File: config.mk
export PLATFORM = sky130hd
export DESIGN_NAME = lbs_color
export DESIGN_NICKNAME = d
export VERILOG_FILES = /design/src/rtl/lbs_pkg.sv /design/src/rtl/lbs_color.sv
export SDC_FILE = /design/constraint.sdc
export NUM_CORES = 1
export LEC_CHECK = 0
export BUFFER_PORTS_ARGS = -buffer_cell sky130_fd_sc_hd__buf_2
export CORE_ASPECT_RATIO = 0.7
export CORE_MARGIN = 2
export CORE_UTILIZATION = 30
export DETAILED_ROUTE_END_ITERATION = 12
export GPL_TIMING_DRIVEN = 1
export PLACE_DENSITY = 0.46
export SYNTH_ARGS = -nofsm -noshare
export SYNTH_HDL_FRONTEND = slang
export SYNTH_SLANG_ARGS = --single-unit
File: constraint.sdc
create_clock -name clk_i -period 7.7 [get_ports clk_i]
set_clock_uncertainty 0.2 [all_clocks]
set_input_delay 1.925 -clock clk_i [delete_from_list [all_inputs] [get_ports clk_i]]
set_output_delay 1.925 -clock clk_i [all_outputs]
set_load 0.005 [all_outputs]
File: src/rtl/lbs_pkg.sv
// ----------------------------------------------------------------------------
// Letterbox sampler package
// Sizes, field widths, register indexes, color coefficients and the
// structs shared between the sampler modules.
// ----------------------------------------------------------------------------
package lbs_pkg;

  // Store geometry.
  localparam int MAX_SRC_WIDTH  = 1024;
  localparam int MAX_SRC_HEIGHT = 1024;
  localparam int MAX_DST_SIZE   = 1024;

  localparam int CHROMA_ROWS  = (MAX_SRC_HEIGHT + 1) / 2;
  localparam int PAIR_COLS    = (MAX_SRC_WIDTH + 1) / 2;
  localparam int LUMA_DEPTH   = MAX_SRC_WIDTH * MAX_SRC_HEIGHT;
  localparam int CHROMA_DEPTH = CHROMA_ROWS * PAIR_COLS;
  localparam int LUMA_AW      = $clog2(LUMA_DEPTH);
  localparam int CHROMA_AW    = $clog2(CHROMA_DEPTH);
  localparam int SX_W         = $clog2(MAX_SRC_WIDTH);
  localparam int SY_W         = $clog2(MAX_SRC_HEIGHT);
  localparam int IDX_W        = (SX_W > SY_W) ? SX_W : SY_W;

  // Field widths.
  localparam int OP_W       = 2;
  localparam int COORD_W    = 10;
  localparam int PIX_W      = 8;
  localparam int SIZE_W     = 11;
  localparam int CFG_FIX_W  = 27;
  localparam int CFG_IDX_W  = 3;
  localparam int LEVEL_W    = 16;

  // Mapping arithmetic.
  localparam int FRAC_BITS   = 16;
  localparam int MAG_W       = COORD_W + FRAC_BITS;
  localparam int DIFF_W      = CFG_FIX_W + 1;
  localparam int SCALE_LO_W  = 16;
  localparam int SCALE_HI_W  = CFG_FIX_W - SCALE_LO_W;
  localparam int PROD_LO_W   = MAG_W + SCALE_LO_W;
  localparam int PROD_HI_W   = MAG_W + SCALE_HI_W;
  localparam int PROD_W      = MAG_W + CFG_FIX_W;
  localparam int PROD_FRAC   = 2 * FRAC_BITS;
  localparam int HI_W        = PROD_W - PROD_FRAC;

  // Color conversion, Q2.14.
  localparam int COEF_Q      = 14;
  localparam int SUM_W       = 25;
  localparam int COEF_RV     = 22971;
  localparam int COEF_GU     = 5638;
  localparam int COEF_GV     = 11700;
  localparam int COEF_BU     = 29032;
  localparam int CHROMA_BIAS = 128;
  localparam int LEVEL_TOP   = 255 * 16384;
  localparam int LEVEL_SHIFT = 6;
  localparam int LEVEL_ROUND = 32;
  localparam logic [LEVEL_W-1:0] PAD_LEVEL = 16'd29184;
  localparam logic [LEVEL_W-1:0] LEVEL_MAX = 16'd65280;

  // Register reset values.
  localparam logic [SIZE_W-1:0]    RST_SRC_WIDTH  = 11'd1024;
  localparam logic [SIZE_W-1:0]    RST_SRC_HEIGHT = 11'd1024;
  localparam logic [SIZE_W-1:0]    RST_DST_WIDTH  = 11'd640;
  localparam logic [SIZE_W-1:0]    RST_DST_HEIGHT = 11'd640;
  localparam logic [CFG_FIX_W-1:0] RST_INV_SCALE  = 27'd65536;

  typedef enum logic [OP_W-1:0] {
    OP_LOAD_LUMA   = 2'd0,
    OP_LOAD_CHROMA = 2'd1,
    OP_FETCH       = 2'd2
  } op_e;

  typedef enum logic [CFG_IDX_W-1:0] {
    REG_SRC_WIDTH  = 3'd0,
    REG_SRC_HEIGHT = 3'd1,
    REG_DST_WIDTH  = 3'd2,
    REG_DST_HEIGHT = 3'd3,
    REG_INV_SCALE  = 3'd4,
    REG_PAD_LEFT   = 3'd5,
    REG_PAD_TOP    = 3'd6
  } cfg_reg_e;

  // Sizes are already saturated to the store and destination limits.
  typedef struct packed {
    logic [SIZE_W-1:0]    pic_width;
    logic [SIZE_W-1:0]    pic_height;
    logic [SIZE_W-1:0]    dst_width;
    logic [SIZE_W-1:0]    dst_height;
    logic [CFG_FIX_W-1:0] inverse_scale;
    logic [CFG_FIX_W-1:0] pad_left;
    logic [CFG_FIX_W-1:0] pad_top;
  } cfg_t;

  typedef struct packed {
    logic s1;
    logic s2;
    logic s3;
  } map_en_t;

  typedef struct packed {
    logic s5;
    logic s6;
  } color_en_t;

  typedef struct packed {
    logic                 valid;
    op_e                  op;
    logic                 in_range;
    logic [LUMA_AW-1:0]   luma_addr;
    logic [CHROMA_AW-1:0] chroma_addr;
    logic                 lane;
    logic [PIX_W-1:0]     data;
    logic [SX_W-1:0]      sx;
    logic [SY_W-1:0]      sy;
  } fs_req_t;

endpackage

File: src/rtl/lbs_color.sv
// ----------------------------------------------------------------------------
// Letterbox sampler color converter
// Full-range BT.601 YUV to RGB in Q2.14 over two stages: weighted sums,
// then clamp and round to Q8.8 levels, with the pad grey override.
// ----------------------------------------------------------------------------
module lbs_color (
  input  logic                          clk_i,
  input  lbs_pkg::color_en_t            en_i,
  input  logic [lbs_pkg::PIX_W-1:0]     y_i,
  input  logic [lbs_pkg::PIX_W-1:0]     u_i,
  input  logic [lbs_pkg::PIX_W-1:0]     v_i,
  input  logic                          v_ok_i,
  input  logic                          padded_i,
  output logic [lbs_pkg::LEVEL_W-1:0]   red_o,
  output logic [lbs_pkg::LEVEL_W-1:0]   green_o,
  output logic [lbs_pkg::LEVEL_W-1:0]   blue_o,
  output logic                          padded_o
);

  localparam int SW = lbs_pkg::SUM_W;

  logic signed [lbs_pkg::PIX_W:0] u_c, v_c;
  logic signed [SW-1:0]           y_q14;
  logic signed [SW-1:0]           r_d, g_d, b_d;
  logic signed [SW-1:0]           r_q, g_q, b_q;
  logic                           pad5_q;
  logic [lbs_pkg::LEVEL_W-1:0]    red_q, green_q, blue_q;
  logic                           pad6_q;

  function automatic logic [lbs_pkg::LEVEL_W-1:0] to_level(input logic signed [SW-1:0] v);
    logic [SW-1:0] c;
    if (v < 0) begin
      c = '0;
    end else if (v > SW'(lbs_pkg::LEVEL_TOP)) begin
      c = SW'(lbs_pkg::LEVEL_TOP);
    end else begin
      c = v;
    end
    return lbs_pkg::LEVEL_W'((c + SW'(lbs_pkg::LEVEL_ROUND)) >> lbs_pkg::LEVEL_SHIFT);
  endfunction

  always_comb begin
    u_c   = $signed({1'b0, u_i}) - (lbs_pkg::PIX_W + 1)'(lbs_pkg::CHROMA_BIAS);
    v_c   = v_ok_i ? $signed({1'b0, v_i}) - (lbs_pkg::PIX_W + 1)'(lbs_pkg::CHROMA_BIAS)
                   : '0;
    y_q14 = $signed(SW'({y_i, {lbs_pkg::COEF_Q{1'b0}}}));
    r_d   = y_q14 + SW'(lbs_pkg::COEF_RV * v_c);
    g_d   = y_q14 - SW'(lbs_pkg::COEF_GU * u_c) - SW'(lbs_pkg::COEF_GV * v_c);
    b_d   = y_q14 + SW'(lbs_pkg::COEF_BU * u_c);
  end

  always_ff @(posedge clk_i) begin
    if (en_i.s5) begin
      r_q    <= r_d;
      g_q    <= g_d;
      b_q    <= b_d;
      pad5_q <= padded_i;
    end
  end

  always_ff @(posedge clk_i) begin
    if (en_i.s6) begin
      red_q   <= pad5_q ? lbs_pkg::PAD_LEVEL : to_level(r_q);
      green_q <= pad5_q ? lbs_pkg::PAD_LEVEL : to_level(g_q);
      blue_q  <= pad5_q ? lbs_pkg::PAD_LEVEL : to_level(b_q);
      pad6_q  <= pad5_q;
    end
  end

  assign red_o    = red_q;
  assign green_o  = green_q;
  assign blue_o   = blue_q;
  assign padded_o = pad6_q;

endmodule

Word-level counts from Yosys, hierarchy flattened
Index checks and enable logic that the tools add are counted.

Flip-flop bits (word level): 125. Output and inout bits: 49. Input port bits: 29.

Muxes and demuxes: 10. $add $sub $neg: 9. Magnitude comparators: 6. $mul: 4.

Operators by type and width (count): 22-bit 2-to-1 mux (9); 25-bit by 23-bit greater-than comparator with 1-bit output, second input constant (3); 25-bit by 1-bit < comparator with 1-bit output, second input constant (3); 22-bit by 6-bit adder with 22-bit output, second input constant (3); 13-bit by 9-bit multiplier with 22-bit output, first input constant (3); 23-bit by 25-bit adder with 25-bit output (2); 16-bit by 9-bit multiplier with 25-bit output, first input constant (1); 24-bit by 24-bit subtractor with 25-bit output (1); 23-bit by 23-bit subtractor with 24-bit output (1); 8-bit by 8-bit subtractor with 9-bit output, second input constant (2); 9-bit 2-to-1 mux (1).

Longest topological paths before layout
Depth after elaboration: 5. Mapped depth: 31.

Worst setup path after synthesis
OpenSTA, ideal clock, no wires.

Path type: input to register. Start point: input port v_ok_i. End point: register g_q[23], data pin. Stages on the path: 30. Slack: -629 ps. Library setup time: 258 ps. Required time: 7242 ps. Arrival: 7872 ps. Path through: clkbuf_1 nand2_1 inv_1 ha_1 inv_1 fa_1 inv_1 ha_1 a21oi_1 fa_1 inv_1 fa_1 ha_1 nor2b_1 o21ai_0 a21boi_0 o21ai_0 a21boi_0 o21ai_0 nand2b_1 xor2_1 fa_1 inv_1 ha_1 a21o_1 a2111oi_4 o31a_2 o2111ai_2 a21oi_2 xnor2_1.

Cells in the longest elaborated chain, start to end: 3.

Ends and longest elaborated chain: from (decl) (RTL line lbs_color.sv:12) `input logic v_ok_i,`; 9-bit 2-to-1 mux (RTL line lbs_color.sv:44) `v_c = v_ok_i ? $signed({1'b0, v_i}) - (lbs_pkg::PIX_W + 1)'(lbs_pkg::CHROMA_BIAS)`; 13-bit by 9-bit multiplier with 22-bit output (RTL line lbs_color.sv:48) `g_d = y_q14 - SW'(lbs_pkg::COEF_GU * u_c) - SW'(lbs_pkg::COEF_GV * v_c);`; 24-bit by 24-bit subtractor with 25-bit output (RTL line lbs_color.sv:48); via g_d[23] (RTL line lbs_color.sv:24) `logic signed [SW-1:0] r_d, g_d, b_d;`; to (signal assigned) (RTL line lbs_color.sv:55) `g_q <= g_d;`; to (decl) (RTL line lbs_color.sv:25) `logic signed [SW-1:0] r_q, g_q, b_q;`.

The timed path passes the listed nets, and every way through them passes these cells. A chain may end at the register's enable or synchronous reset.

Final worst setup path
Start point: input port v_i[2] in the netlist's numbering. End point: register g_q[23], data pin.

Cells in the longest elaborated chain, start to end: 4.

Ends and longest elaborated chain: from (decl) (RTL line lbs_color.sv:11) `input logic [lbs_pkg::PIX_W-1:0] v_i,`; 8-bit by 8-bit subtractor with 9-bit output (RTL line lbs_color.sv:44); 9-bit 2-to-1 mux (RTL line lbs_color.sv:44); 13-bit by 9-bit multiplier with 22-bit output (RTL line lbs_color.sv:48); 24-bit by 24-bit subtractor with 25-bit output (RTL line lbs_color.sv:48); via g_d[23] (RTL line lbs_color.sv:24).

The timed path passes the listed nets, and every way through them passes these cells.

==> flow_summary.toml <==
[route]
drc_errors = 0
avgRoutedWirePerCell_um = 15.8
routed_via_density = 4.49
drt_iter0_markers = 540
finalWirelength_mm = 35.4
drtAntennaViolNets = 0
first_pass_iters = 5
num_vias = 10100

[floorplanning]
fp.dieW_um = 265
row_count = 67
initial_core_util_pct = 30.2
core_um2 = 47500
ios = 78
fp.dieH_um = 187
die_area_um2 = 49600

[worst_setup_path]
cp_top_family = "adder cells"
startpoint_type = "input pin"
r2r_slack_ns = 4.33
r2r_cells = 14
cp_slowest_cell = "fa_1"
worstSetupPathType = "in2reg"
startpoint = "v_i[2]"
cpPeakStageDelay_ns = 0.56
r2r_start = "g_q[16]"
endpoint_kind = "flop"
endpoint = "g_q[23]"
critPathBufInv = 5
cp.required_ns = 7.66
r2r-end = "green_o[9]"
worstPathMaxFanout = 3
cp.arrival_ns = 7.50
worst-path-stages = 29

[global_route]
grt_max_degree = 72
grt_pass1_vias = 10100
grt-ovfl-total = 0
track_usage_pct = 14.4
antenna_found_initial = 0
grt_pass1_wl_mm = 55.9

[sta]
worst_slack_ns = 0.162
drv_slew = 0
min_period_ns = 7.54
period_share_pct = 97.9
rsz0062_at_grt = "yes"
tightest_slew_ns = 1.08
finalHoldViolCount = 0
max_freq_mhz = 133
max_slew_margin_pct = 27.8
setup_viol = 0

[worst_hold_path]
worstHoldPathType = "reg2reg"
worstHoldStart = "b_q[21]"

[synthesis]
synth_largest_area_cell = "edfxtp_1"
synth_cell_type_count = 62
ys_seq_area_share_pct = 25.1
syn_area_per_cell_um2 = 10.2
syn-cell-area_um2 = 14400
netlist.area_leader.share_pct = 25.1
synthArstFlopShare_pct = 0
synth-main-ff-cell = "edfxtp_1"
synth.area.top_cells = "edfxtp_1 (25%), ha_1 (24%), fa_1 (15%)"
syn-num-nets = 1821
synth-edff-count = 120
synth_seq_cells = 120
syn_inst = 1410
yosys_warnings = 0

[power]
p_leak_nw = 8.50
vdd_drop_max_uv = 335
power_w = 0.00649
powerDensity_nw_per_um2 = 376

[clock_network]
cts_hold_buf = 0
clk_pin_slew_ns = 0.06
cts_made_buffers = 17
clock_latency_ns = 0.41
cts.sinks = 120
cts_max_path_buffers = 2
root_buffer = "clkbuf_16"
cts_tree = "done"
h-tree-depth = 4

[finish]
syn_to_final_growth_pct = 20.1
final_cell_mix = "ha_1 (262), inv_1 (243), edfxtp_1 (120), buf_4 (119), fa_1 (108)"
drive_gt1_share_pct = 18.1
antenna_cells = 0
final_nets = 2025
final_common_cell = "ha_1"
postLayoutCoreUtil_pct = 36.3

[placed_design]
hpwlAfterDp_mm = 30.8
pre_cts_ws_ns = -0.486
gp_congestion = 0.876
port-buffer-count = 77

[run]
maxCapViolCount = 0

[run_status]
status = "finished clean"
cell usage after synthesis (all sizes together), types with 2 or more instances:
| library cell | n |
|---|---|
| o21bai | 15 |
| xor2 | 60 |
| and3 | 27 |
| nor4b | 2 |
| a2111oi | 3 |
| or2 | 16 |
| a211o | 3 |
| and4 | 5 |
| and2 | 20 |
| o21a | 12 |
| nor2b | 16 |
| inv | 249 |
| a31o | 6 |
| nor3b | 2 |
| nor2 | 84 |
| a31oi | 7 |
| nand2 | 42 |
| nand3b | 2 |
| ha | 273 |
| nor3 | 19 |
| o21ai | 30 |
| a21boi | 4 |
| nand2b | 14 |
| a311oi | 3 |
| o31ai | 2 |
| a211oi | 8 |
| a21o | 30 |
| mux2 | 2 |
| o31a | 3 |
| edfxtp | 120 |
| xnor2 | 75 |
| o2111ai | 3 |
| o311ai | 2 |
| a21oi | 67 |
| clkbuf | 10 |
| nand3 | 23 |
| nand4 | 14 |
| or3 | 6 |
| o22a | 2 |
| fa | 109 |
| nor4 | 11 |
repair_timing:
item | in CTS | in global routing
setup endpoints to repair | 1 | 8
buffers inserted | 1 | 1
gates resized for setup | 2 | 30
cloned | 0 | 1
pin swaps | 3 | 17
worst min-delay path by stage:
stage	endpoint	depth (start not counted)	slack, ns
4_1_cts	blue_o[15]	2	0.41
3_3_place_gp	blue_o[15]	2	0.39
2_1_floorplan	padded_o	0	0.22
5_1_grt	blue_o[15]	2	0.48
6_report	blue_o[15]	2	0.41
3_5_place_dp	blue_o[15]	2	0.40
layer usage:
metal	part of all wire (%)	up-vias	global-route usage, %
met5	0	-	0
li1	-	5223	-
met1	58	4733	23.7
met4	0.66	0	2.39
met2	39	131	20.3
met3	2.5	14	1.46
cell families after synthesis:
logic type      Yosys count  share of synthesized area [%]
fa+ha+maj               382                           39.0
simple gates            305                           11.0
buf+inv                 260                           6.80
compound gates          205                           9.63
xor+xnor                135                           8.24
flops                   120                           25.1
mux                       3                          0.227
power breakdown:
| group | total (W) | internal, W | switching (W) |
|---|---|---|---|
| sequential | 0.00130 | 0.00112 | 0.000185 |
| clock | 0.000763 | 0.000475 | 0.000288 |
| combinational | 0.00442 | 0.00213 | 0.00230 |
| total | 0.00649 | 0.00372 | 0.00277 |
worst reg2reg max path, delay by kind of cell, from the launching register on:
kind,cells,cell delay [ns]
and+or+nand+nor,10,1.89
DFF,1,0.42
xor gates and xnor gates,1,0.13
muxes,1,0.22
adders and majority gates,1,0.17
AOI/OAI and AO/OA,1,0.08
cell type report:
cell class              instances  area, um^2
clock buffers                  17         425
clock inverters                15         155
fillers                      4722       30300
inverters                     249         940
multi-input cells            1030       10000
flip-flops and latches        120        3600
well taps                     621         777
repair buffers                196        1320
flip-flops by register name, indices dropped and copies added, names as in the netlist:
register  cells
pad5_q        1
b_q          21
r_q          25
padded_o      1
g_q          24
red_o        16
blue_o       16
green_o      16
through the flow:
stage                     TNS (ns)  hold WS [ns]  cell area [um^2]  cells
after floorplan                  0         0.224             14500   1410
after CTS                        0         0.414             17100   2246
after detailed placement     -2.82         0.402             16500   2213
final                            0         0.408             17200   2248
after global routing       -0.0467         0.482             17200   2248
after global placement       -2.27         0.394             16500   2213
(Power assumes the default switching activity.)
