==> config.mk <==
export PLATFORM = sky130hd
export DESIGN_NAME = lbs_axis_map
export DESIGN_NICKNAME = d
export VERILOG_FILES = /design/src/rtl/lbs_pkg.sv /design/src/rtl/lbs_axis_map.sv
export SDC_FILE = /design/constraint.sdc
export NUM_CORES = 2
export LEC_CHECK = 0
export BUFFER_PORTS_ARGS = -buffer_cell sky130_fd_sc_hd__buf_4
export CORE_AREA = 2 2 257 259
export DETAILED_ROUTE_END_ITERATION = 10
export DIE_AREA = 0 0 259 261
export HOLD_SLACK_MARGIN = 0.03
export SYNTH_ARGS = -nofsm -noshare
export SYNTH_HDL_FRONTEND = slang
export SYNTH_SLANG_ARGS = --single-unit
==> constraint.sdc <==
create_clock -name clk_i -period 19.1 [get_ports clk_i]
set_clock_uncertainty 0.15 [all_clocks]
set_input_delay 2.865 -clock clk_i [delete_from_list [all_inputs] [get_ports clk_i]]
set_output_delay 2.865 -clock clk_i [all_outputs]
set_load 0.005 [all_outputs]
==> src/rtl/lbs_pkg.sv <==
// ----------------------------------------------------------------------------
// Letterbox sampler package
// Sizes, field widths, register indexes, color coefficients and the
// structs shared between the sampler modules.
// ----------------------------------------------------------------------------
package lbs_pkg;

  // Store geometry.
  localparam int MAX_SRC_WIDTH  = 1024;
  localparam int MAX_SRC_HEIGHT = 1024;
  localparam int MAX_DST_SIZE   = 1024;

  localparam int CHROMA_ROWS  = (MAX_SRC_HEIGHT + 1) / 2;
  localparam int PAIR_COLS    = (MAX_SRC_WIDTH + 1) / 2;
  localparam int LUMA_DEPTH   = MAX_SRC_WIDTH * MAX_SRC_HEIGHT;
  localparam int CHROMA_DEPTH = CHROMA_ROWS * PAIR_COLS;
  localparam int LUMA_AW      = $clog2(LUMA_DEPTH);
  localparam int CHROMA_AW    = $clog2(CHROMA_DEPTH);
  localparam int SX_W         = $clog2(MAX_SRC_WIDTH);
  localparam int SY_W         = $clog2(MAX_SRC_HEIGHT);
  localparam int IDX_W        = (SX_W > SY_W) ? SX_W : SY_W;

  // Field widths.
  localparam int OP_W       = 2;
  localparam int COORD_W    = 10;
  localparam int PIX_W      = 8;
  localparam int SIZE_W     = 11;
  localparam int CFG_FIX_W  = 27;
  localparam int CFG_IDX_W  = 3;
  localparam int LEVEL_W    = 16;

  // Mapping arithmetic.
  localparam int FRAC_BITS   = 16;
  localparam int MAG_W       = COORD_W + FRAC_BITS;
  localparam int DIFF_W      = CFG_FIX_W + 1;
  localparam int SCALE_LO_W  = 16;
  localparam int SCALE_HI_W  = CFG_FIX_W - SCALE_LO_W;
  localparam int PROD_LO_W   = MAG_W + SCALE_LO_W;
  localparam int PROD_HI_W   = MAG_W + SCALE_HI_W;
  localparam int PROD_W      = MAG_W + CFG_FIX_W;
  localparam int PROD_FRAC   = 2 * FRAC_BITS;
  localparam int HI_W        = PROD_W - PROD_FRAC;

  // Color conversion, Q2.14.
  localparam int COEF_Q      = 14;
  localparam int SUM_W       = 25;
  localparam int COEF_RV     = 22971;
  localparam int COEF_GU     = 5638;
  localparam int COEF_GV     = 11700;
  localparam int COEF_BU     = 29032;
  localparam int CHROMA_BIAS = 128;
  localparam int LEVEL_TOP   = 255 * 16384;
  localparam int LEVEL_SHIFT = 6;
  localparam int LEVEL_ROUND = 32;
  localparam logic [LEVEL_W-1:0] PAD_LEVEL = 16'd29184;
  localparam logic [LEVEL_W-1:0] LEVEL_MAX = 16'd65280;

  // Register reset values.
  localparam logic [SIZE_W-1:0]    RST_SRC_WIDTH  = 11'd1024;
  localparam logic [SIZE_W-1:0]    RST_SRC_HEIGHT = 11'd1024;
  localparam logic [SIZE_W-1:0]    RST_DST_WIDTH  = 11'd640;
  localparam logic [SIZE_W-1:0]    RST_DST_HEIGHT = 11'd640;
  localparam logic [CFG_FIX_W-1:0] RST_INV_SCALE  = 27'd65536;

  typedef enum logic [OP_W-1:0] {
    OP_LOAD_LUMA   = 2'd0,
    OP_LOAD_CHROMA = 2'd1,
    OP_FETCH       = 2'd2
  } op_e;

  typedef enum logic [CFG_IDX_W-1:0] {
    REG_SRC_WIDTH  = 3'd0,
    REG_SRC_HEIGHT = 3'd1,
    REG_DST_WIDTH  = 3'd2,
    REG_DST_HEIGHT = 3'd3,
    REG_INV_SCALE  = 3'd4,
    REG_PAD_LEFT   = 3'd5,
    REG_PAD_TOP    = 3'd6
  } cfg_reg_e;

  // Sizes are already saturated to the store and destination limits.
  typedef struct packed {
    logic [SIZE_W-1:0]    pic_width;
    logic [SIZE_W-1:0]    pic_height;
    logic [SIZE_W-1:0]    dst_width;
    logic [SIZE_W-1:0]    dst_height;
    logic [CFG_FIX_W-1:0] inverse_scale;
    logic [CFG_FIX_W-1:0] pad_left;
    logic [CFG_FIX_W-1:0] pad_top;
  } cfg_t;

  typedef struct packed {
    logic s1;
    logic s2;
    logic s3;
  } map_en_t;

  typedef struct packed {
    logic s5;
    logic s6;
  } color_en_t;

  typedef struct packed {
    logic                 valid;
    op_e                  op;
    logic                 in_range;
    logic [LUMA_AW-1:0]   luma_addr;
    logic [CHROMA_AW-1:0] chroma_addr;
    logic                 lane;
    logic [PIX_W-1:0]     data;
    logic [SX_W-1:0]      sx;
    logic [SY_W-1:0]      sy;
  } fs_req_t;

endpackage

==> src/rtl/lbs_axis_map.sv <==
// ----------------------------------------------------------------------------
// Letterbox sampler axis mapper
// Three-stage map of one destination coordinate back to a source index:
// offset subtract, split multiply by the inverse scale, then sum, range
// check and round half up.
// ----------------------------------------------------------------------------
module lbs_axis_map (
  input  logic                            clk_i,
  input  lbs_pkg::map_en_t                en_i,
  input  logic [lbs_pkg::COORD_W-1:0]     dst_i,
  input  logic [lbs_pkg::CFG_FIX_W-1:0]   pad_i,
  input  logic [lbs_pkg::CFG_FIX_W-1:0]   scale_i,
  input  logic [lbs_pkg::SIZE_W-1:0]      size_i,
  output logic [lbs_pkg::IDX_W-1:0]       idx_o,
  output logic                            outside_o
);

  localparam int DW = lbs_pkg::DIFF_W;
  localparam int HW = lbs_pkg::HI_W;

  // Stage 1: signed offset.
  logic [lbs_pkg::MAG_W-1:0]     dst_fix;
  logic [DW-1:0]                 diff;
  logic                          neg_q;
  logic [lbs_pkg::MAG_W-1:0]     mag_q;
  // Stage 2: partial products.
  logic                          neg2_q;
  logic [lbs_pkg::PROD_LO_W-1:0] prod_lo_q;
  logic [lbs_pkg::PROD_HI_W-1:0] prod_hi_q;
  // Stage 3: sum and range check.
  logic [lbs_pkg::PROD_W-1:0]    prod;
  logic [HW-1:0]                 prod_int;
  logic [lbs_pkg::PROD_FRAC-1:0] prod_frac;
  logic [HW-1:0]                 top_idx;
  logic                          scale_zero;
  logic                          outside_d;
  logic [lbs_pkg::IDX_W-1:0]     idx_d;
  logic [lbs_pkg::IDX_W-1:0]     idx_q;
  logic                          outside_q;

  assign dst_fix = {dst_i, {lbs_pkg::FRAC_BITS{1'b0}}};
  assign diff    = DW'(dst_fix) - DW'(pad_i);

  always_ff @(posedge clk_i) begin
    if (en_i.s1) begin
      neg_q <= diff[DW-1];
      mag_q <= diff[lbs_pkg::MAG_W-1:0];
    end
  end

  always_ff @(posedge clk_i) begin
    if (en_i.s2) begin
      neg2_q    <= neg_q;
      prod_lo_q <= lbs_pkg::PROD_LO_W'(mag_q) *
                   lbs_pkg::PROD_LO_W'(scale_i[lbs_pkg::SCALE_LO_W-1:0]);
      prod_hi_q <= lbs_pkg::PROD_HI_W'(mag_q) *
                   lbs_pkg::PROD_HI_W'(scale_i[lbs_pkg::CFG_FIX_W-1:lbs_pkg::SCALE_LO_W]);
    end
  end

  always_comb begin
    prod       = {prod_hi_q, {lbs_pkg::SCALE_LO_W{1'b0}}} +
                 lbs_pkg::PROD_W'(prod_lo_q);
    prod_int   = prod[lbs_pkg::PROD_W-1:lbs_pkg::PROD_FRAC];
    prod_frac  = prod[lbs_pkg::PROD_FRAC-1:0];
    top_idx    = HW'(size_i - 1'b1);
    scale_zero = (scale_i == '0);
    // A negative offset with zero scale still lands on index zero.
    outside_d  = (size_i == '0) || (neg2_q && !scale_zero) ||
                 (!neg2_q && ((prod_int > top_idx) ||
                              ((prod_int == top_idx) && (prod_frac != '0))));
    if (neg2_q) begin
      idx_d = '0;
    end else begin
      idx_d = lbs_pkg::IDX_W'(prod_int + HW'(prod_frac[lbs_pkg::PROD_FRAC-1]));
    end
  end

  always_ff @(posedge clk_i) begin
    if (en_i.s3) begin
      idx_q     <= idx_d;
      outside_q <= outside_d;
    end
  end

  assign idx_o     = idx_q;
  assign outside_o = outside_q;

endmodule

Yosys cells after proc, flatten, opt, wreduce, memory -nomap -nowiden
Cells that the tools add are included.
{ "classes": {"n_addsub": 4, "mul": 2, "eq_ne": 1, "n_lt_le_gt_ge": 1, "n_reduce_logical": 11} }
{ "op_table": {"columns": ["operator", "count"], "rows": [
  ["53-bit by 42-bit adder with 53-bit output", 1],
  ["26-bit by 16-bit multiplier with 42-bit output", 1],
  ["26-bit by 11-bit multiplier with 37-bit output", 1],
  ["32-bit nonzero test", 1],
  ["26-bit by 27-bit subtractor with 28-bit output", 1],
  ["27-bit logical NOT", 1],
  ["21-bit == test", 1],
  ["21-bit > comparator", 1],
  ["11-bit by 1-bit subtractor with 12-bit output (second input constant)", 1],
  ["11-bit logical NOT", 1],
  ["10-bit by 1-bit adder with 10-bit output", 1],
  ["1-bit logical AND", 3],
  ["1-bit logical OR", 3],
  ["1-bit logical NOT", 2]
]} }
{ "totals": {"register_bits": 118} }

Longest topological paths before layout
{ "depth": {"ltp_word": 6, "mapped_depth": 25, "ltp_nobuf": 23} }

Worst setup path after synthesis
Ideal clock, no wire load.
{ "synth_timing": {"kind": "input to register", "from": "in scale_i[7] in the netlist's numbering", "to": "reg prod_lo_q[40] in the netlist's numbering (data pin)", "t_arrival_ns": 8.797, "setup_slack_ns": 9.890, "n_path_buf": 2, "stages": 23, "required_ns": 18.687, "cell_sequence": "clkbuf_1 -> clkbuf_1 -> nand2_1 -> fa_1 -> inv_1 -> fa_1 -> inv_1 -> fa_1 -> inv_1 -> fa_1 -> fa_1 -> inv_1 -> fa_1 -> inv_1 -> ha_1 -> and2_1 -> o311a_1 -> a211oi_2 -> o21ai_1 -> or4b_4 -> a31oi_4 -> a41oi_2 -> xor2_1"} }
{ "synth_via": {"elab_chain_len": 1} }
{ "synth_rtl": {"columns": ["item", "line_no", "rtl"], "rows": [
  ["start: declaration", "lbs_axis_map.sv:12", "input logic [lbs_pkg::CFG_FIX_W-1:0] scale_i,"],
  ["26-bit by 16-bit multiplier with 42-bit output", "lbs_axis_map.sv:54", "prod_lo_q <= lbs_pkg::PROD_LO_W'(mag_q) *"],
  ["end signal: assignment", "lbs_axis_map.sv:54", null],
  ["end: declaration", "lbs_axis_map.sv:28", "logic [lbs_pkg::PROD_LO_W-1:0] prod_lo_q;"]
]} }
No other way between the ends.
A chain may end at the register's enable or synchronous reset.

Worst setup path in the final report
{ "layout_timing": {"from": "in scale_i[1] in the netlist's numbering", "to": "reg prod_lo_q[40] in the netlist's numbering (data pin)"} }
The elaborated chain is that of the path after synthesis.

==> run_results.csv <==
group,metric,value,unit
worst_setup_path,reg2regPathDepth,21,
worst_setup_path,cp_slowest_cell,"fa_1",
global_routing,grt_pass1_vias,23267,
worst_hold_path,hold_path.class,"reg2reg",
worst_setup_path,regToRegStartpoint,"mag_q[11]",
clocking,cts_tree,"done",
routing,via_count,21461,
logic_synthesis,synth_top_area_cell,"fa_1",
logic_synthesis,synth-warning-count,0,
clocking,cts_max_level,4,
clocking,cts_hold_buf,0,
logic_synthesis,synth_top_flop_cell,"edfxtp_1",
floorplan,coreArea,65000,um^2
routing,drc,0,
sta,slew_violations,0,
routing,final_antenna_net_count,0,
logic_synthesis,async_reset_ff_frac,0,
worst_setup_path,cp_common_cell,"fa_1",
layout,regArea,3540,um^2
clocking,clockBufferDepth,2,
sta,setup_viol,0,
place,dpl.hpwl,57100,um
routing,via_per_inst,5.35,
worst_hold_path,hold_depth,0,
sta,period_share,0.480,
clocking,cts_resized,0,
worst_hold_path,hp-start,"neg_q",
logic_synthesis,synth_fa_ha_area_frac,0.490,
logic_synthesis,synth_top_family_by_area,"adder cells",
layout,drive_above_1_share,0.0515,
sta,fmax,109,MHz
logic_synthesis,synth_top_area_frac,0.382,
clocking,insertion_delay,480,ps
worst_setup_path,path_cells,"buf_4 -> nand2_1 -> fa_1 -> fa_1 -> fa_1 -> inv_1 -> fa_1 -> fa_1 -> inv_1 -> fa_1 -> inv_1 -> ha_1 -> a21oi_1 -> a21oi_1 -> o311a_1 -> a211oi_2 -> o21ai_1 -> or4b_4 -> a31oi_4 -> a41oi_2 -> xor2_1",
worst_setup_path,startpoint_type,"input port",
routing,detail_route.wl_per_cell,18.3,um
sta,layout_min_cycle_time,9160,ps
clocking,numCtsBuffers,17,
logic_synthesis,synth_edf_count,118,
floorplan,initial_core_util,0.444,
floorplan,num_rows,94,
global_routing,grt_pass1_wl,120000,um
flow_run,max-cap-violations,0,
logic_synthesis,synthXorXnorAreaFrac,0.0401,
sta,hold_violations,0,
sta,relSlewSlack,0.452,
layout,syn_to_final_growth,6.82,%
routing,drt-met1-wl,32200,um
worst_setup_path,r2r_slack,11900,ps
routing,first_iter_violations,1342,
place,io_buffers,89,
sta,setup_tns,0,ps
global_routing,grt_start_max_net_pins,53,
global_routing,grt.overflow.total,0,
routing,wirelength,73600,um
clocking,cts_sinks,118,
routing,dr.pass1.iters,5,
layout,multi_input_area,22500,um^2
clocking,post_cts_buffers,0,
sta,timing_worst_slew_pin_value,814,ps
clocking,root_buffer,"clkbuf_16",
logic_synthesis,synth_cells,3150,
logic_synthesis,ys_seq_area_frac,0.123,
worst_setup_path,critical_path_class,"in2reg",
logic_synthesis,synth_cell_type_count,71,
sta,grt_setup_unrepaired,"false",
worst_setup_path,max_stage_delay,540,ps
logic_synthesis,syn_area_per_cell,9.16,um^2
floorplan,die_w,259,um
worst_setup_path,r2r-end,"prod_lo_q[40]",
logic_synthesis,yosys.area_share.simple,0.172,
floorplan,die_height,261,um
worst_hold_path,min_to,"neg2_q",
logic_synthesis,synth.area.mux_share,0.000824,
clocking,cts.clk_slew.worst_paths,70,ps
logic_synthesis,synth_compound_area_frac,0.0779,
run_status,outcome,"finished clean",
worst_setup_path,critPathCaptureType,"flop",
routing,met3_length,5850,um
worst_setup_path,crit_required,19170,ps
layout,final_cell_mix,"inv_1, fa_1, nand2_1, and2_1, ha_1",
layout,num-fill-cells,6137,
routing,top_layer_used,"met4",
global_routing,antenna_found_initial,3,
logic_synthesis,synth_area,28900,um^2
global_routing,grt_usage,0.228,
logic_synthesis,syn_nets,4029,
layout,final_common_cell,"inv_1",
floorplan,die-area,67600,um^2
layout,fin_nets,4014,
logic_synthesis,yosys-top-cells-area,"fa_1, edfxtp_1, ha_1",
routing,wl_met2,33900,um
floorplan,ios,90,
place,place.gp.congestion,0.888,
worst_setup_path,critPathArrivalTime,9230,ps
sta,whs,446,ps
logic_synthesis,synth_seq_cells,118,
worst_setup_path,worstPathMaxFanout,27,
-- registers in the layout, summed over array words and instances (netlist names) --
signal and cells:
neg_q 1, outside_o 1, prod_hi_q 37, mag_q 26
neg2_q 1, idx_o 10, prod_lo_q 42
-- cell families (layout without fill, tap and decap cells) --
| family | count (synthesis) | after routing |
|---|---|---|
| DFF | 118 | 118 |
| other | 0 | 1 |
| xor gates and xnor gates | 132 | 132 |
| AOI/OAI and AO/OA | 334 | 334 |
| muxes | 2 | 2 |
| adders and majority gates | 800 | 800 |
| and+or+nand+nor | 1027 | 1027 |
| buffers and inverters | 737 | 735 |
-- synthesized netlist by cell type, types with 5 or more instances --
| library cell | n |
|---|---|
| inv_1 | 587 |
| fa_1 | 550 |
| nand2_1 | 506 |
| and2_1 | 282 |
| ha_1 | 250 |
| clkbuf_1 | 147 |
| edfxtp_1 | 118 |
| a21oi_1 | 98 |
| nor2_1 | 79 |
| xnor2_1 | 79 |
| o21ai_0 | 54 |
| a21o_1 | 53 |
| xor2_1 | 53 |
| nor3_1 | 23 |
| nand3_1 | 22 |
| o21a_1 | 21 |
| nor4_1 | 19 |
| nand4_1 | 17 |
| nand2b_1 | 15 |
| o211ai_1 | 15 |
| nor2b_1 | 13 |
| a211oi_1 | 12 |
| o21bai_1 | 12 |
| or4_1 | 9 |
| and3_1 | 8 |
| or3_1 | 8 |
| a31oi_1 | 7 |
| o31ai_1 | 6 |
| nand3b_1 | 5 |
-- worst max path at each step --
| stage | to | from | cells after the start |
|---|---|---|---|
| 2_1_floorplan | prod_lo_q[40] | scale_i[7] | 23 |
| 3_3_place_gp | prod_lo_q[40] | scale_i[1] | 21 |
| 3_5_place_dp | prod_lo_q[40] | scale_i[1] | 21 |
| 4_1_cts | prod_lo_q[40] | scale_i[1] | 21 |
| 5_1_grt | prod_lo_q[41] | scale_i[7] | 23 |
| 6_report | prod_lo_q[40] | scale_i[1] | 21 |
-- critical path: cells and delay by family --
kind,cells,cell delay (ps)
adder cells (fa/ha/maj),7,3380
AO/OA/AOI/OAI,7,1700
buffers and inverters,4,450
AND/OR/NAND/NOR,2,660
XOR/XNOR,1,160
-- routing by layer --
layer | vias up | global-route usage
met5 | - | 0
li1 | 9755 | -
met1 | 10830 | 0.301
met4 | 0 | 0.0673
met3 | 113 | 0.0574
met2 | 763 | 0.371
-- per-stage QoR --
| step | setup slack, ps | cells | instance area, um^2 | utilization |
|---|---|---|---|---|
| floorplan | 9890 | 3150 | 28900 | - |
| global placement | 9580 | 3980 | 30200 | 0.465 |
| detailed placement | 9510 | 3980 | 30200 | 0.465 |
| CTS | 10030 | 4012 | 30800 | 0.474 |
| global route | 9690 | 4012 | 30800 | 0.474 |
| finish | 9940 | 4013 | 30800 | 0.474 |
-- area by class of cell --
| class | instances | share of cell area |
|---|---|---|
| antenna | 1 | 0.0000812 |
| multi-input combinational | 2295 | 0.731 |
| timing repair buffer | 116 | 0.0283 |
| clock inverter | 14 | 0.00491 |
| sequential | 118 | 0.115 |
| clock buffer | 18 | 0.0139 |
| inverter | 587 | 0.0715 |
| tap | 864 | 0.0351 |
Power is left out: the tool's default activity adds up to more than one toggle a clock period on the data nets, which glitch-free logic cannot reach.
